==> config.mk <==
export PLATFORM = sky130hd
export DESIGN_NAME = polygon_rect_clipper
export DESIGN_NICKNAME = d
export VERILOG_FILES = /design/src/rtl/prc_pkg.sv /design/src/rtl/prc_front.sv /design/src/rtl/prc_fifo.sv /design/src/rtl/prc_interp.sv /design/src/rtl/prc_back.sv /design/src/rtl/polygon_rect_clipper.sv
export SDC_FILE = /design/constraint.sdc
export NUM_CORES = 2
export LEC_CHECK = 0
export ABC_AREA = 0
export BUFFER_PORTS_ARGS = -buffer_cell sky130_fd_sc_hd__buf_4
export CAP_MARGIN = 20
export CORE_MARGIN = 4
export CORE_UTILIZATION = 40
export DETAILED_ROUTE_END_ITERATION = 10
export PLACE_DENSITY = 0.61
export SLEW_MARGIN = 5
export SYNTH_ARGS = -nofsm -noshare
export SYNTH_HDL_FRONTEND = slang
export SYNTH_HIERARCHICAL = 1
export SYNTH_SLANG_ARGS = --single-unit
==> constraint.sdc <==
create_clock -name clock -period 15.1 [get_ports clock]
set_clock_uncertainty 0.15 [all_clocks]
set_input_delay 2.265 -clock clock [delete_from_list [all_inputs] [get_ports clock]]
set_output_delay 2.265 -clock clock [all_outputs]
set_load 0.03 [all_outputs]
==> src/rtl/prc_pkg.sv <==
// Shared types and codes for the polygon rectangle clipper.
// No dependencies.
package prc_pkg;

   // Classification attached to each queued vertex by the front end.
   typedef struct packed {
      logic final_v;   // closes the polygon
      logic drop;      // store was full, vertex discarded
      logic ovf;       // polygon has lost a vertex so far
   } item_ctrl_type;

   localparam int CTRL_BITS = $bits(item_ctrl_type);

   // Clip pass order: bottom, right, top, left.
   localparam logic [1:0] SIDE_BOTTOM = 2'd0;
   localparam logic [1:0] SIDE_RIGHT  = 2'd1;
   localparam logic [1:0] SIDE_TOP    = 2'd2;
   localparam logic [1:0] SIDE_LEFT   = 2'd3;

   // Rectangle register indexes.
   localparam logic [1:0] REG_MIN_X = 2'd0;
   localparam logic [1:0] REG_MIN_Y = 2'd1;
   localparam logic [1:0] REG_MAX_X = 2'd2;
   localparam logic [1:0] REG_MAX_Y = 2'd3;

endpackage

==> src/rtl/prc_front.sv <==
// Front end: accepts vertex transactions, assigns store slots, flags overflow.
// Depends on prc_pkg.
module prc_front #(
   parameter int MAX_VERTS  = 32,
   parameter int COORD_BITS = 16,
   parameter int CW         = 6,
   parameter int AW         = 5,
   parameter int DW         = 2 * COORD_BITS + AW + prc_pkg::CTRL_BITS
) (
   input  logic                         clock,
   input  logic                         reset,
   input  logic                         take,
   input  logic signed [COORD_BITS-1:0] vx,
   input  logic signed [COORD_BITS-1:0] vy,
   input  logic                         vfinal,
   output logic                         push,
   output logic [DW-1:0]                push_data
);
   import prc_pkg::*;

   logic [CW-1:0] count_ff, count_in;
   logic          sticky_ff, sticky_in;
   item_ctrl_type ctrl;

   always_comb begin
      ctrl.drop    = (count_ff == CW'(MAX_VERTS));
      ctrl.final_v = vfinal;
      ctrl.ovf     = sticky_ff | ctrl.drop;
      count_in     = count_ff;
      sticky_in    = sticky_ff;
      if (take) begin
         if (vfinal) begin
            count_in  = '0;
            sticky_in = 1'b0;
         end else begin
            sticky_in = ctrl.ovf;
            if (!ctrl.drop) count_in = count_ff + CW'(1);
         end
      end
   end

   assign push      = take;
   assign push_data = {vx, vy, count_ff[AW-1:0], ctrl};

   always_ff @(posedge clock) begin
      if (reset) begin
         count_ff  <= '0;
         sticky_ff <= 1'b0;
      end else begin
         count_ff  <= count_in;
         sticky_ff <= sticky_in;
      end
   end
endmodule

==> src/rtl/prc_fifo.sv <==
// Two-entry queue between front end and clip engine.
// No dependencies.
module prc_fifo #(
   parameter int DW = 40
) (
   input  logic          clock,
   input  logic          reset,
   input  logic          push,
   input  logic [DW-1:0] wdata,
   input  logic          pop,
   output logic [DW-1:0] rdata,
   output logic          full,
   output logic          empty
);
   logic [DW-1:0] slot_ff [2];
   logic          wptr_ff, rptr_ff;
   logic [1:0]    cnt_ff;

   assign full  = (cnt_ff == 2'd2);
   assign empty = (cnt_ff == 2'd0);
   assign rdata = slot_ff[rptr_ff];

   always_ff @(posedge clock) begin
      if (push) slot_ff[wptr_ff] <= wdata;
   end

   always_ff @(posedge clock) begin
      if (reset) begin
         wptr_ff <= 1'b0;
         rptr_ff <= 1'b0;
         cnt_ff  <= 2'd0;
      end else begin
         if (push) wptr_ff <= ~wptr_ff;
         if (pop)  rptr_ff <= ~rptr_ff;
         cnt_ff <= cnt_ff + {1'b0, push} - {1'b0, pop};
      end
   end
endmodule

==> src/rtl/prc_interp.sv <==
// Edge/bound intersection: p0 + (p1-p0)*(bnd-co)/(no-co), rounded half away
// from zero. One multiply, then a restoring divide one quotient bit per cycle.
module prc_interp #(
   parameter int COORD_BITS = 16
) (
   input  logic                         clock,
   input  logic                         reset,
   input  logic                         start,
   input  logic signed [COORD_BITS-1:0] p0,
   input  logic signed [COORD_BITS-1:0] p1,
   input  logic signed [COORD_BITS-1:0] bnd,
   input  logic signed [COORD_BITS-1:0] co,
   input  logic signed [COORD_BITS-1:0] no,
   output logic                         done,
   output logic signed [COORD_BITS-1:0] result
);
   localparam int C  = COORD_BITS;
   localparam int KW = $clog2(C + 2);

   localparam logic [1:0] I_IDLE = 2'd0;
   localparam logic [1:0] I_MUL  = 2'd1;
   localparam logic [1:0] I_DIV  = 2'd2;
   localparam logic [1:0] I_FIN  = 2'd3;

   logic [1:0]          state_ff;
   logic [C:0]          a_ff, b_ff, d_ff, q_ff;
   logic                neg_ff, loaded_ff;
   logic signed [C-1:0] p0_ff;
   logic [2*C+1:0]      prod_ff;
   logic [C+1:0]        rem_ff;
   logic [C:0]          low_ff;
   logic [KW-1:0]       k_ff;

   logic signed [C:0] diff, num, den;
   logic [2*C+2:0]    dividend;
   logic [C+2:0]      t, v, tsub;
   logic signed [C:0] sum;

   always_comb begin
      diff     = {p1[C-1], p1} - {p0[C-1], p0};
      num      = {bnd[C-1], bnd} - {co[C-1], co};
      den      = {no[C-1], no} - {co[C-1], co};
      dividend = {prod_ff, 1'b0} + {{(C+2){1'b0}}, d_ff};
      t        = {rem_ff, low_ff[C]};
      v        = {1'b0, d_ff, 1'b0};
      tsub     = t - v;
      sum      = neg_ff ? ({p0_ff[C-1], p0_ff} - $signed(q_ff))
                        : ({p0_ff[C-1], p0_ff} + $signed(q_ff));
   end

   assign done   = (state_ff == I_FIN);
   assign result = sum[C-1:0];

   always_ff @(posedge clock) begin
      if (start) begin
         a_ff   <= diff[C] ? (~diff + 1'b1) : diff;
         b_ff   <= num[C] ? (~num + 1'b1) : num;
         d_ff   <= den[C] ? (~den + 1'b1) : den;
         neg_ff <= diff[C] ^ num[C] ^ den[C];
         p0_ff  <= p0;
      end
      if (state_ff == I_MUL) begin
         if (!loaded_ff) begin
            prod_ff <= a_ff * b_ff;
         end else begin
            // 2ab + d, high part already below the doubled divisor
            rem_ff <= dividend[2*C+2:C+1];
            low_ff <= dividend[C:0];
            q_ff   <= '0;
            k_ff   <= KW'(C + 1);
         end
      end
      if (state_ff == I_DIV) begin
         if (t >= v) rem_ff <= tsub[C+1:0];
         else        rem_ff <= t[C+1:0];
         q_ff   <= {q_ff[C-1:0], (t >= v)};
         low_ff <= {low_ff[C-1:0], 1'b0};
         k_ff   <= k_ff - KW'(1);
      end
   end

   always_ff @(posedge clock) begin
      if (reset) begin
         state_ff  <= I_IDLE;
         loaded_ff <= 1'b0;
      end else begin
         case (state_ff)
            I_IDLE: begin
               loaded_ff <= 1'b0;
               if (start) state_ff <= I_MUL;
            end
            I_MUL: begin
               loaded_ff <= 1'b1;
               if (loaded_ff) state_ff <= I_DIV;
            end
            I_DIV: begin
               if (k_ff == KW'(1)) state_ff <= I_FIN;
            end
            I_FIN: state_ff <= I_IDLE;
            default: state_ff <= I_IDLE;
         endcase
      end
   end
endmodule

==> src/rtl/prc_back.sv <==
// Clip engine: loads the ping-pong vertex stores, runs four clip passes,
// streams the result. Depends on prc_pkg, prc_interp.
module prc_back #(
   parameter int MAX_VERTS  = 32,
   parameter int COORD_BITS = 16,
   parameter int CW         = 6,
   parameter int AW         = 5,
   parameter int DW         = 2 * COORD_BITS + AW + prc_pkg::CTRL_BITS
) (
   input  logic                         clock,
   input  logic                         reset,
   input  logic signed [COORD_BITS-1:0] min_x,
   input  logic signed [COORD_BITS-1:0] min_y,
   input  logic signed [COORD_BITS-1:0] max_x,
   input  logic signed [COORD_BITS-1:0] max_y,
   input  logic                         q_empty,
   input  logic [DW-1:0]                q_data,
   output logic                         q_pop,
   output logic                         rsp_valid,
   output logic signed [COORD_BITS-1:0] rsp_x,
   output logic signed [COORD_BITS-1:0] rsp_y,
   output logic                         rsp_last,
   output logic                         rsp_empty,
   output logic                         rsp_ovf
);
   import prc_pkg::*;

   localparam int C = COORD_BITS;

   localparam logic [3:0] S_LOAD   = 4'd0;
   localparam logic [3:0] S_PSTART = 4'd1;
   localparam logic [3:0] S_FIRST  = 4'd2;
   localparam logic [3:0] S_NEXT   = 4'd3;
   localparam logic [3:0] S_EVAL   = 4'd4;
   localparam logic [3:0] S_INTERP = 4'd5;
   localparam logic [3:0] S_PEND   = 4'd6;
   localparam logic [3:0] S_ERD    = 4'd7;
   localparam logic [3:0] S_EOUT   = 4'd8;

   // stores
   logic [2*C-1:0] mem_a [MAX_VERTS];
   logic [2*C-1:0] mem_b [MAX_VERTS];
   logic [2*C-1:0] rd_a_ff, rd_b_ff, wdata;
   logic [AW-1:0]  raddr, waddr;
   logic           we_a, we_b;

   always_ff @(posedge clock) begin
      if (we_a) mem_a[waddr] <= wdata;
      rd_a_ff <= mem_a[raddr];
   end
   always_ff @(posedge clock) begin
      if (we_b) mem_b[waddr] <= wdata;
      rd_b_ff <= mem_b[raddr];
   end

   logic [3:0]    state_ff, state_in;
   logic [1:0]    pass_ff, pass_in;
   logic [CW-1:0] n_ff, n_in, cnt_ff, cnt_in, i_ff, i_in, ip1;
   logic          ovf_ff, ovf_in, use_first_ff, use_first_in;
   logic signed [C-1:0] cur_x_ff, cur_x_in, cur_y_ff, cur_y_in;
   logic signed [C-1:0] first_x_ff, first_x_in, first_y_ff, first_y_in;
   logic signed [C-1:0] nx_x_ff, nx_x_in, nx_y_ff, nx_y_in;
   logic signed [C-1:0] fix_ff, fix_in;
   logic          rv_ff, rv_in, rl_ff, rl_in, re_ff, re_in, ro_ff, ro_in;
   logic signed [C-1:0] rx_ff, rx_in, ry_ff, ry_in;

   logic signed [C-1:0] qx, qy, sx, sy, nx, ny, bound, px, py;
   logic [AW-1:0]       qidx;
   item_ctrl_type       qctrl;
   logic [2*C-1:0]      src;
   logic                horiz, c_in, n_in_side, push_v, istart, idone;
   logic signed [C-1:0] ires;

   assign {qx, qy, qidx, qctrl} = q_data;
   assign src   = pass_ff[0] ? rd_b_ff : rd_a_ff;
   assign sx    = src[2*C-1:C];
   assign sy    = src[C-1:0];
   assign horiz = ~pass_ff[0];
   assign ip1   = i_ff + CW'(1);
   assign nx    = use_first_ff ? first_x_ff : sx;
   assign ny    = use_first_ff ? first_y_ff : sy;

   always_comb begin
      case (pass_ff)
         SIDE_BOTTOM: begin
            bound     = min_y;
            c_in      = cur_y_ff >= min_y;
            n_in_side = ny >= min_y;
         end
         SIDE_RIGHT: begin
            bound     = max_x;
            c_in      = cur_x_ff <= max_x;
            n_in_side = nx <= max_x;
         end
         SIDE_TOP: begin
            bound     = max_y;
            c_in      = cur_y_ff <= max_y;
            n_in_side = ny <= max_y;
         end
         default: begin
            bound     = min_x;
            c_in      = cur_x_ff >= min_x;
            n_in_side = nx >= min_x;
         end
      endcase
   end

   prc_interp #(.COORD_BITS(C)) u_interp (
      .clock  (clock),
      .reset  (reset),
      .start  (istart),
      .p0     (horiz ? cur_x_ff : cur_y_ff),
      .p1     (horiz ? nx : ny),
      .bnd    (bound),
      .co     (horiz ? cur_y_ff : cur_x_ff),
      .no     (horiz ? ny : nx),
      .done   (idone),
      .result (ires)
   );

   always_comb begin
      state_in     = state_ff;
      pass_in      = pass_ff;
      n_in         = n_ff;
      cnt_in       = cnt_ff;
      i_in         = i_ff;
      ovf_in       = ovf_ff;
      use_first_in = use_first_ff;
      cur_x_in     = cur_x_ff;
      cur_y_in     = cur_y_ff;
      first_x_in   = first_x_ff;
      first_y_in   = first_y_ff;
      nx_x_in      = nx_x_ff;
      nx_y_in      = nx_y_ff;
      fix_in       = fix_ff;
      rv_in        = 1'b0;
      rl_in        = rl_ff;
      re_in        = re_ff;
      ro_in        = ro_ff;
      rx_in        = rx_ff;
      ry_in        = ry_ff;
      q_pop        = 1'b0;
      raddr        = i_ff[AW-1:0];
      waddr        = cnt_ff[AW-1:0];
      wdata        = '0;
      we_a         = 1'b0;
      we_b         = 1'b0;
      istart       = 1'b0;
      push_v       = 1'b0;
      px           = cur_x_ff;
      py           = cur_y_ff;

      case (state_ff)
         S_LOAD: begin
            if (!q_empty) begin
               q_pop = 1'b1;
               waddr = qidx;
               wdata = {qx, qy};
               we_a  = ~qctrl.drop;
               if (qctrl.final_v) begin
                  n_in     = qctrl.drop ? CW'(MAX_VERTS) : (CW'(qidx) + CW'(1));
                  ovf_in   = qctrl.ovf;
                  pass_in  = SIDE_BOTTOM;
                  state_in = S_PSTART;
               end
            end
         end
         S_PSTART: begin
            cnt_in = '0;
            i_in   = '0;
            raddr  = '0;
            state_in = (n_ff == '0) ? S_PEND : S_FIRST;
         end
         S_FIRST: begin
            first_x_in = sx;
            first_y_in = sy;
            cur_x_in   = sx;
            cur_y_in   = sy;
            state_in   = S_NEXT;
         end
         S_NEXT: begin
            raddr        = ip1[AW-1:0];
            use_first_in = ~(ip1 < n_ff);
            state_in     = S_EVAL;
         end
         S_EVAL: begin
            nx_x_in = nx;
            nx_y_in = ny;
            fix_in  = bound;
            push_v  = c_in;
            if (c_in != n_in_side) begin
               istart   = 1'b1;
               state_in = S_INTERP;
            end else begin
               cur_x_in = nx;
               cur_y_in = ny;
               i_in     = ip1;
               state_in = (ip1 == n_ff) ? S_PEND : S_NEXT;
            end
         end
         S_INTERP: begin
            if (idone) begin
               push_v   = 1'b1;
               px       = horiz ? ires : fix_ff;
               py       = horiz ? fix_ff : ires;
               cur_x_in = nx_x_ff;
               cur_y_in = nx_y_ff;
               i_in     = ip1;
               state_in = (ip1 == n_ff) ? S_PEND : S_NEXT;
            end
         end
         S_PEND: begin
            n_in    = cnt_ff;
            pass_in = pass_ff + 2'd1;
            i_in    = '0;
            if (pass_ff != SIDE_LEFT) begin
               state_in = S_PSTART;
            end else if (cnt_ff == '0) begin
               // nothing survived: one empty transaction
               rv_in    = 1'b1;
               rx_in    = '0;
               ry_in    = '0;
               rl_in    = 1'b1;
               re_in    = 1'b1;
               ro_in    = ovf_ff;
               state_in = S_LOAD;
            end else begin
               state_in = S_ERD;
            end
         end
         S_ERD: begin
            state_in = S_EOUT;
         end
         S_EOUT: begin
            rv_in    = 1'b1;
            rx_in    = rd_a_ff[2*C-1:C];
            ry_in    = rd_a_ff[C-1:0];
            rl_in    = (ip1 == n_ff);
            re_in    = 1'b0;
            ro_in    = ovf_ff;
            i_in     = ip1;
            state_in = (ip1 == n_ff) ? S_LOAD : S_ERD;
         end
         default: state_in = S_LOAD;
      endcase

      // pass output into the destination store, dropping beyond capacity
      if (push_v) begin
         if (cnt_ff < CW'(MAX_VERTS)) begin
            wdata  = {px, py};
            we_a   = pass_ff[0];
            we_b   = ~pass_ff[0];
            cnt_in = cnt_ff + CW'(1);
         end else begin
            ovf_in = 1'b1;
         end
      end
   end

   always_ff @(posedge clock) begin
      pass_ff      <= pass_in;
      n_ff         <= n_in;
      cnt_ff       <= cnt_in;
      i_ff         <= i_in;
      ovf_ff       <= ovf_in;
      use_first_ff <= use_first_in;
      cur_x_ff     <= cur_x_in;
      cur_y_ff     <= cur_y_in;
      first_x_ff   <= first_x_in;
      first_y_ff   <= first_y_in;
      nx_x_ff      <= nx_x_in;
      nx_y_ff      <= nx_y_in;
      fix_ff       <= fix_in;
      rl_ff        <= rl_in;
      re_ff        <= re_in;
      ro_ff        <= ro_in;
      rx_ff        <= rx_in;
      ry_ff        <= ry_in;
   end

   always_ff @(posedge clock) begin
      if (reset) begin
         state_ff <= S_LOAD;
         rv_ff    <= 1'b0;
      end else begin
         state_ff <= state_in;
         rv_ff    <= rv_in;
      end
   end

   assign rsp_valid = rv_ff;
   assign rsp_x     = rx_ff;
   assign rsp_y     = ry_ff;
   assign rsp_last  = rl_ff;
   assign rsp_empty = re_ff;
   assign rsp_ovf   = ro_ff;
endmodule

==> src/rtl/polygon_rect_clipper.sv <==
// A vertex transaction is accepted whenever the queue has room; after the last vertex the
// clip engine runs four clip passes, sending each crossing edge through the bit-serial
// divider, then emits the surviving vertices, or one empty result when nothing survives.
// Reset is synchronous and active high; bounds return to defaults, vertex stores are not
// cleared. The receiver cannot stall: results are strobes.
module polygon_rect_clipper #(
   parameter int MAX_VERTS  = 32,
   parameter int COORD_BITS = 16
) (
   input  logic                         clock,
   input  logic                         reset,
   // vertex transactions
   input  logic                         start,
   output logic                         busy,
   input  logic signed [COORD_BITS-1:0] req_vertex_x,
   input  logic signed [COORD_BITS-1:0] req_vertex_y,
   input  logic                         req_is_final_vertex,
   // clipped vertex transactions
   output logic                         rsp_valid,
   output logic signed [COORD_BITS-1:0] rsp_out_x,
   output logic signed [COORD_BITS-1:0] rsp_out_y,
   output logic                         rsp_out_last,
   output logic                         rsp_clipped_empty,
   output logic                         rsp_overflowed,
   // rectangle registers
   input  logic                         csr_we,
   input  logic [1:0]                   csr_index,
   input  logic [COORD_BITS-1:0]        csr_wdata
);
   import prc_pkg::*;

   localparam int C  = COORD_BITS;
   localparam int CW = $clog2(MAX_VERTS + 1);
   localparam int AW = $clog2(MAX_VERTS);
   localparam int DW = 2 * C + AW + CTRL_BITS;

   // Rectangle bounds; max bounds reset to the largest positive coordinate.
   logic signed [C-1:0] min_x_ff, min_y_ff, max_x_ff, max_y_ff;

   always_ff @(posedge clock) begin
      if (reset) begin
         min_x_ff <= '0;
         min_y_ff <= '0;
         max_x_ff <= {1'b0, {(C-1){1'b1}}};
         max_y_ff <= {1'b0, {(C-1){1'b1}}};
      end else if (csr_we) begin
         case (csr_index)
            REG_MIN_X: min_x_ff <= csr_wdata;  // left bound
            REG_MIN_Y: min_y_ff <= csr_wdata;  // bottom bound
            REG_MAX_X: max_x_ff <= csr_wdata;  // right bound
            REG_MAX_Y: max_y_ff <= csr_wdata;  // top bound
            default: ;
         endcase
      end
   end

   logic          take, push, q_full, q_empty, q_pop;
   logic [DW-1:0] push_data, q_data;

   // Accept whenever the queue has room; the engine drains it between polygons.
   assign busy = q_full;
   assign take = start & ~q_full;

   prc_front #(
      .MAX_VERTS(MAX_VERTS), .COORD_BITS(C), .CW(CW), .AW(AW), .DW(DW)
   ) u_front (
      .clock     (clock),
      .reset     (reset),
      .take      (take),
      .vx        (req_vertex_x),
      .vy        (req_vertex_y),
      .vfinal    (req_is_final_vertex),
      .push      (push),
      .push_data (push_data)
   );

   prc_fifo #(.DW(DW)) u_fifo (
      .clock (clock),
      .reset (reset),
      .push  (push),
      .wdata (push_data),
      .pop   (q_pop),
      .rdata (q_data),
      .full  (q_full),
      .empty (q_empty)
   );

   prc_back #(
      .MAX_VERTS(MAX_VERTS), .COORD_BITS(C), .CW(CW), .AW(AW), .DW(DW)
   ) u_back (
      .clock     (clock),
      .reset     (reset),
      .min_x     (min_x_ff),
      .min_y     (min_y_ff),
      .max_x     (max_x_ff),
      .max_y     (max_y_ff),
      .q_empty   (q_empty),
      .q_data    (q_data),
      .q_pop     (q_pop),
      .rsp_valid (rsp_valid),
      .rsp_x     (rsp_out_x),
      .rsp_y     (rsp_out_y),
      .rsp_last  (rsp_out_last),
      .rsp_empty (rsp_clipped_empty),
      .rsp_ovf   (rsp_overflowed)
   );
endmodule

-- Word-level counts from Yosys, hierarchy flattened
Memory sizes are Yosys's and may differ from the RTL's. A register that Yosys moved wholly into a read port is not among the register bits.
Index checks and enable logic that the tools add are counted.
- add/sub/neg operators: 18
- multiply operators: 1
- multiplexer cells: 116
- order comparisons: 11
- equality and inequality tests: 32
- bitwise operators: 14
- reductions and logical operators: 29
- operators with widths (operator ; count):
    16-bit two-way mux ; 25
    32-bit two-way mux ; 5
    16-bit case mux with 3 select lines ; 3
    18-bit two-way mux ; 4
    16-bit greater-or-equal comparator ; 4
    16-bit <= comparator ; 4
    16-bit case mux with 2 select lines ; 2
    6-bit two-way mux ; 10
    17-bit by 1-bit adder with 17-bit output, second input constant ; 3
    17-bit two-way mux ; 3
    17-bit inverter ; 3
    16-bit by 16-bit subtractor with 17-bit output ; 3
    4-bit case mux with 9 select lines ; 1
    35-bit by 17-bit adder with 35-bit output ; 1
    17-bit by 17-bit multiplier with 34-bit output ; 1
    1-bit two-way mux ; 31
    5-bit two-way mux ; 5
    6-bit case mux with 4 select lines ; 1
    4-bit two-way mux ; 5
    19-bit by 18-bit greater-or-equal comparator with 1-bit output ; 1
    6-bit by 1-bit adder with 6-bit output, second input constant ; 3
    3-bit AND reduction ; 6
    18-bit subtractor ; 1
    16-bit adder ; 1
    other kinds (40) ; 95
- bits in writable memories: 2128
- logic and storage cells: 269
- input port bits: 55
- memories: 3
- output and inout bits: 37
- flip-flop bits (word level): 410
- memory list (name ; depth ; bits a word ; rd ports ; clocked after memory_dff ; wr ports ; line ; RTL):
    u_back.mem_a ; 32 ; 32 ; 1 ; 1 ; 1 ; prc_back.sv:41 ; logic [2*C-1:0] mem_a [MAX_VERTS];
    u_back.mem_b ; 32 ; 32 ; 1 ; 1 ; 1 ; prc_back.sv:42 ; logic [2*C-1:0] mem_b [MAX_VERTS];
    u_fifo.slot_ff ; 2 ; 40 ; 1 ; 1 ; 1 ; prc_fifo.sv:15 ; logic [DW-1:0] slot_ff [2];

-- Logic depth before layout (Yosys ltp)
- depth in word-level cells: 9
- gate-level depth with buffers: 24
- mapped depth without buffers: 23

-- Cells and area by module
The synthesis kept the hierarchy.
- by module, submodules not included (module ; sequential area each (µm²) ; instances ; area an instance (µm²) ; cells each):
    prc_back ; 67885.1 ; 1 ; 97414.7 ; 5814
    prc_interp ; 4794.6 ; 1 ; 21256.6 ; 2260
    prc_fifo ; 2502.4 ; 1 ; 3114.2 ; 145
    polygon_rect_clipper ; 1281.2 ; 1 ; 2549.9 ; 246
    prc_front ; 140.1 ; 1 ; 669.4 ; 85

-- Least setup slack after synthesis
No wires, ideal clock.
- path type: register to register
- start point: register u_back.pass_ff[0]
- end point: register u_back.u_interp.state_ff[1]
- required time: 14834 ps
- stages on the path, launching flop included: 20
- period minus slack after synthesis: 9275 ps
- data arrival time: 9009 ps
- path slack: 5825 ps
- library setup time: 116 ps
- buffers on the path: 2
- cell sequence: edfxtp_1 -> clkbuf_1 -> clkbuf_1 -> mux2_2 -> mux2i_1 -> inv_1 -> ha_1 -> nand4_1 -> or4_1 -> a21oi_1 -> nor4_1 -> o21a_1 -> a211oi_1 -> nor2_1 -> xnor2_1 -> nor3_1 -> inv_1 -> a221oi_1 -> mux2i_1 -> nor2_1
- cells in the longest elaborated chain, start to end: 9
- elaborated cells on any way between the ends: 17
- those cells by class: order compare (4); eq/ne (4); mux (7); reduce/logical (2)
- RTL lines (item ; line ; RTL):
    start: declaration ; prc_back.sv:57 ; logic [1:0] pass_ff, pass_in;
    start signal: assignment ; prc_back.sv:261 ; pass_ff <= pass_in;
    32-bit two-way mux * ; prc_back.sv:75 ; assign src = pass_ff[0] ? rd_b_ff : rd_a_ff;
    net u_back.src[9] ; prc_back.sv:70 ; logic [2*C-1:0] src;
    16-bit two-way mux * ; prc_back.sv:81 ; assign ny = use_first_ff ? first_y_ff : sy;
    net u_back.ny[9] ; prc_back.sv:67 ; logic signed [C-1:0] qx, qy, sx, sy, nx, ny, bound, px, py;
    16-bit <= comparator / 16-bit greater-or-equal comparator (equally long branches) ; prc_back.sv:98, prc_back.sv:88 ;
    1-bit case mux with 3 select lines * ; prc_back.sv:84 ; case (pass_ff)
    1-bit != test * ; prc_back.sv:191 ; if (c_in != n_in_side) begin
    1-bit two-way mux * ; prc_back.sv:191 ;
    1-bit two-way mux * ; prc_back.sv:153 ; case (state_ff)
    net u_back.istart ; prc_back.sv:71 ; logic horiz, c_in, n_in_side, push_v, istart, idone;
    2-bit by 1-bit != test with 1-bit output (no line) * ; -- ;
    3-bit AND reduction (no line) * ; -- ;
    end signal: assignment ; prc_interp.sv:97 ; if (k_ff == KW'(1)) state_ff <= I_FIN;
    end signal: assignment ; prc_interp.sv:99 ; I_FIN: state_ff <= I_IDLE;
    end signal: assignment ; prc_interp.sv:100 ; default: state_ff <= I_IDLE;
    end: declaration ; prc_interp.sv:25 ; logic [1:0] state_ff;
Mark *: on every way through the listed nets, which the timed path passes. The rest lies on a longest branch.
A chain may end at the register's enable or synchronous reset.

-- Worst setup path in the final report
- start point: register u_back.u_interp.a_ff[14]
- end point: register u_back.u_interp.prod_ff[32], data pin
- cells in the longest elaborated chain, start to end: 1
- RTL lines (item ; line ; RTL):
    start: declaration ; prc_interp.sv:26 ; logic [C:0] a_ff, b_ff, d_ff, q_ff;
    start signal: assignment ; prc_interp.sv:56 ; a_ff <= diff[C] ? (~diff + 1'b1) : diff;
    17-bit by 17-bit multiplier with 34-bit output ; prc_interp.sv:64 ; prod_ff <= a_ff * b_ff;
    end signal: assignment ; prc_interp.sv:64 ;
    end: declaration ; prc_interp.sv:29 ; logic [2*C+1:0] prod_ff;
No other way between the ends.

==> flow_metrics.py <==
metrics = {
    "status": {
        "outcome": "completed",
    },
    "timing": {
        "finalMaxSlewViolations": 0,
        "max-slew-margin-rel": 0.215,
        "rsz0062_at_grt": "false",
        "fmax_ghz": 0.141,
        "setup_tns_ns": 0,
        "setup_viol": 0,
        "worstMarginPinSlew_ns": 1.17,
        "post-route-min-period_ns": 7.10,
        "finalHoldViolations": 0,
        "period_share": 0.470,
    },
    "floorplan": {
        "core-area_um2": 310000,
        "dieArea_um2": 322000,
        "num_rows": 204,
        "start_util": 0.403,
        "die_h_um": 567,
        "io_pins": 92,
        "die_x_um": 567,
    },
    "finish": {
        "utilization": 0.452,
        "nNetsFinal": 9322,
        "syn_to_final_growth_pct": 12.1,
        "fin_area_um2": 140000,
        "final_cell_mix": "edfxtp_1, mux2i_1, inv_1, nand2_1, ha_1",
        "drive_gt1_frac": 0.114,
        "final_common_cell": "edfxtp_1",
    },
    "synthesis": {
        "ys_async_sr_fraction": 0,
        "yosysSeqAreaShare": 0.613,
        "syn_nets": 9196,
        "ys_ff_latch": 2603,
        "synth_area_um2": 125000,
        "synth-edff-count": 2447,
        "yosys_most_used_dff": "edfxtp_1",
        "ys_types": 100,
        "avgSynthCellArea_um2": 14.6,
        "ys_warn_count": 6,
        "syn_inst": 8550,
    },
    "place": {
        "dpl.hpwl_um": 214000,
        "place.gp.congestion": 0.896,
        "postPlaceCellArea_um2": 131000,
        "numPortBuffers": 91,
    },
    "setup_path": {
        "path_buf_inv": 4,
        "worst_ep_arrival_time_ns": 7.55,
        "crit_path_max_incr_delay_ns": 0.72,
        "required_ns": 15.55,
        "cp_max_fo": 17,
        "critPathLaunchType": "flop",
        "crit_family": "adder cells",
        "slowest_stage": "edfxtp_1",
        "critPathKind": "flop to flop",
        "cp-end-kind": "flop",
        "crit_top_cell": "fa_1",
        "path_cells": "and2_1 > fa_1 > inv_1 > fa_1 > inv_1 > fa_1 > inv_1 > fa_1 > fa_1 > fa_1 > inv_1 > ha_1 > and4_1 > a31o_2 > a21oi_1 > o21ai_0 > or3_1 > a31o_2 > a21oi_1 > o21ai_1 > xor2_1",
    },
    "detailed_routing": {
        "postRouteAntennaNets": 0,
        "vias": 71100,
        "wire_per_inst_um": 26.2,
        "firstDrtPassIters": 9,
        "drc": 0,
        "routed_wl_um": 342000,
        "first_iter_violations": 5907,
        "vias_per_cell": 5.45,
    },
    "global_route": {
        "grt_max_degree": 155,
        "grt_pass1_vias": 71600,
        "track_usage": 0.207,
        "grt_overflow_total": 0,
        "grt_pass1_wl_um": 492000,
        "antenna_found_initial": 12,
    },
    "clocking": {
        "cts_buffer_depth": 4,
        "hold_buffers": 0,
        "cts.clk_slew.worst_paths_ns": 0.06,
        "cts_setup_buffers": 0,
        "cts_resized": 0,
        "insertion_delay_ns": 0.93,
        "root_buffer": "clkbuf_16",
        "cts-buffers-inserted": 287,
        "cts.sinks": 2603,
        "cts_tree": "done",
        "h-tree-depth": 5,
    },
    "power": {
        "p_leak_nw": 53.9,
        "power_density_nw_per_um2": 178,
        "ir_drop_v": 0.000151,
        "finalPower_mw": 24.9,
    },
    "run": {
        "max_cap_viol_count": 0,
    },
    "worst_hold_path": {
        "hold_path_class": "flop to flop",
    },
}
-- sequential cells by signal, summed over array words and instances (netlist names), 17 cells and up, named ones only --
register and count:
u_back/mem_b 1024, u_back/u_interp/b_ff 17, u_back/mem_a 1024, u_back/rd_b_ff 32
u_back/u_interp/prod_ff 34, u_fifo/slot_ff 80, u_back/u_interp/d_ff 17, u_back/rd_a_ff 32
u_back/u_interp/a_ff 17, u_back/u_interp/low_ff 17, u_back/u_interp/rem_ff 18
-- power by group --
group	total [mW]	switching (mW)	internal [mW]
clock network	6.69	2.85	3.84
logic	8.85	5.67	3.18
registers	9.34	0.245	9.10
-- cell type report --
| class | count | area (um^2) |
|---|---|---|
| Timing Repair Buffer | 266 | 2110 |
| Inverter | 516 | 1940 |
| Tap cell | 4120 | 5150 |
| Antenna cell | 14 | 35.0 |
| Fill cell | 27200 | 170000 |
| Clock inverter | 142 | 1130 |
| Sequential cell | 2603 | 76600 |
| Clock buffer | 384 | 7860 |
| Multi-Input combinational cell | 5002 | 45200 |
-- path summary, 6_finish.rpt --
path | from | to | slack [ns] | depth (start not counted)
hold / removal | u_back/u_interp/low_ff[0] | u_back/u_interp/low_ff[0] | 0.31 | 2
setup reg to reg | u_back/u_interp/a_ff[14] | u_back/u_interp/prod_ff[32] | 8.00 | 21
hold reg to reg | u_back/u_interp/low_ff[0] | u_back/u_interp/low_ff[0] | 0.31 | 2
setup / recovery | u_back/u_interp/a_ff[14] | u_back/u_interp/prod_ff[32] | 8.00 | 21
-- synthesized netlist by cell type (all sizes together), types with 8 or more instances --
library cell,number,share of area
edfxtp,2447,0.59
mux2i,2096,0.17
inv,516,0.015
nand2,439,0.013
ha,361,0.036
buf,268,0.012
o21ai,233,0.0094
fa,230,0.037
nor2,220,0.0066
a21oi,177,0.0072
mux2,170,0.015
clkbuf,161,0.0049
dfxtp,156,0.025
and2,142,0.0071
xnor2,142,0.0099
nand2b,83,0.0042
nor3,80,0.0032
nand3,55,0.0022
and3,52,0.0026
nor4,47,0.0025
xor2,47,0.0033
a21o,42,0.0025
nor2b,35,0.0018
nand4,32,0.0017
a31oi,24,0.0014
or3,24,0.0013
o21a,22,0.0013
o211ai,21,0.0013
a22o,18,0.0013
o21bai,18,0.0011
a211oi,16,0.00096
a222oi,16,0.0013
or2,16,0.00082
and4,10,0.00070
nand3b,10,0.00070
o31ai,10,0.00075
o41ai,10,0.00088
a2111oi,9,0.00073
a21boi,8,0.00048
-- metrics by stage --
| step | setup WS, ns | cells | hold slack, ns |
|---|---|---|---|
| 3_5_place_dp | 7.97 | 12500 | 0.304 |
| 3_3_place_gp | 7.98 | 12500 | 0.305 |
| 6_report | 8.00 | 13000 | 0.308 |
| 2_1_floorplan | 5.83 | 8550 | 0.258 |
| 5_1_grt | 7.64 | 13000 | 0.340 |
| 4_1_cts | 7.96 | 13000 | 0.312 |
-- kinds of logic (layout without fill, tap and decap cells) --
logic type,after synthesis,in the layout,synth area share
compound gates,679,679,0.0347
simple gates,1276,1276,0.0509
other cells,0,14,0
buf+inv,945,1308,0.0320
xor+xnor,190,190,0.0134
mux,2266,2266,0.183
flops,2603,2603,0.613
fa+ha+maj,591,591,0.0730
-- worst register-to-register path, stage by stage (launching register included) --
cell	delay, ns
edfxtp_1	0.72
and2_1	0.35
fa_1	0.54
inv_1	0.05
fa_1	0.47
inv_1	0.06
fa_1	0.51
inv_1	0.06
fa_1	0.56
fa_1	0.45
fa_1	0.54
inv_1	0.05
ha_1	0.33
and4_1	0.24
a31o_2	0.24
a21oi_1	0.19
o21ai_0	0.18
or3_1	0.43
a31o_2	0.24
a21oi_1	0.22
o21ai_1	0.12
xor2_1	0.15
-- per-layer routing --
layer / up-vias / global-route usage / wire length (um)
met2: 1878 / 0.354 / 168000
li1: 32000 / - / -
met1: 36700 / 0.270 / 144000
met4: 2 / 0.0740 / 13500
met5: - / 0 / 13
met3: 536 / 0.0260 / 17100
No activity file was read; power rests on OpenSTA's default activity.
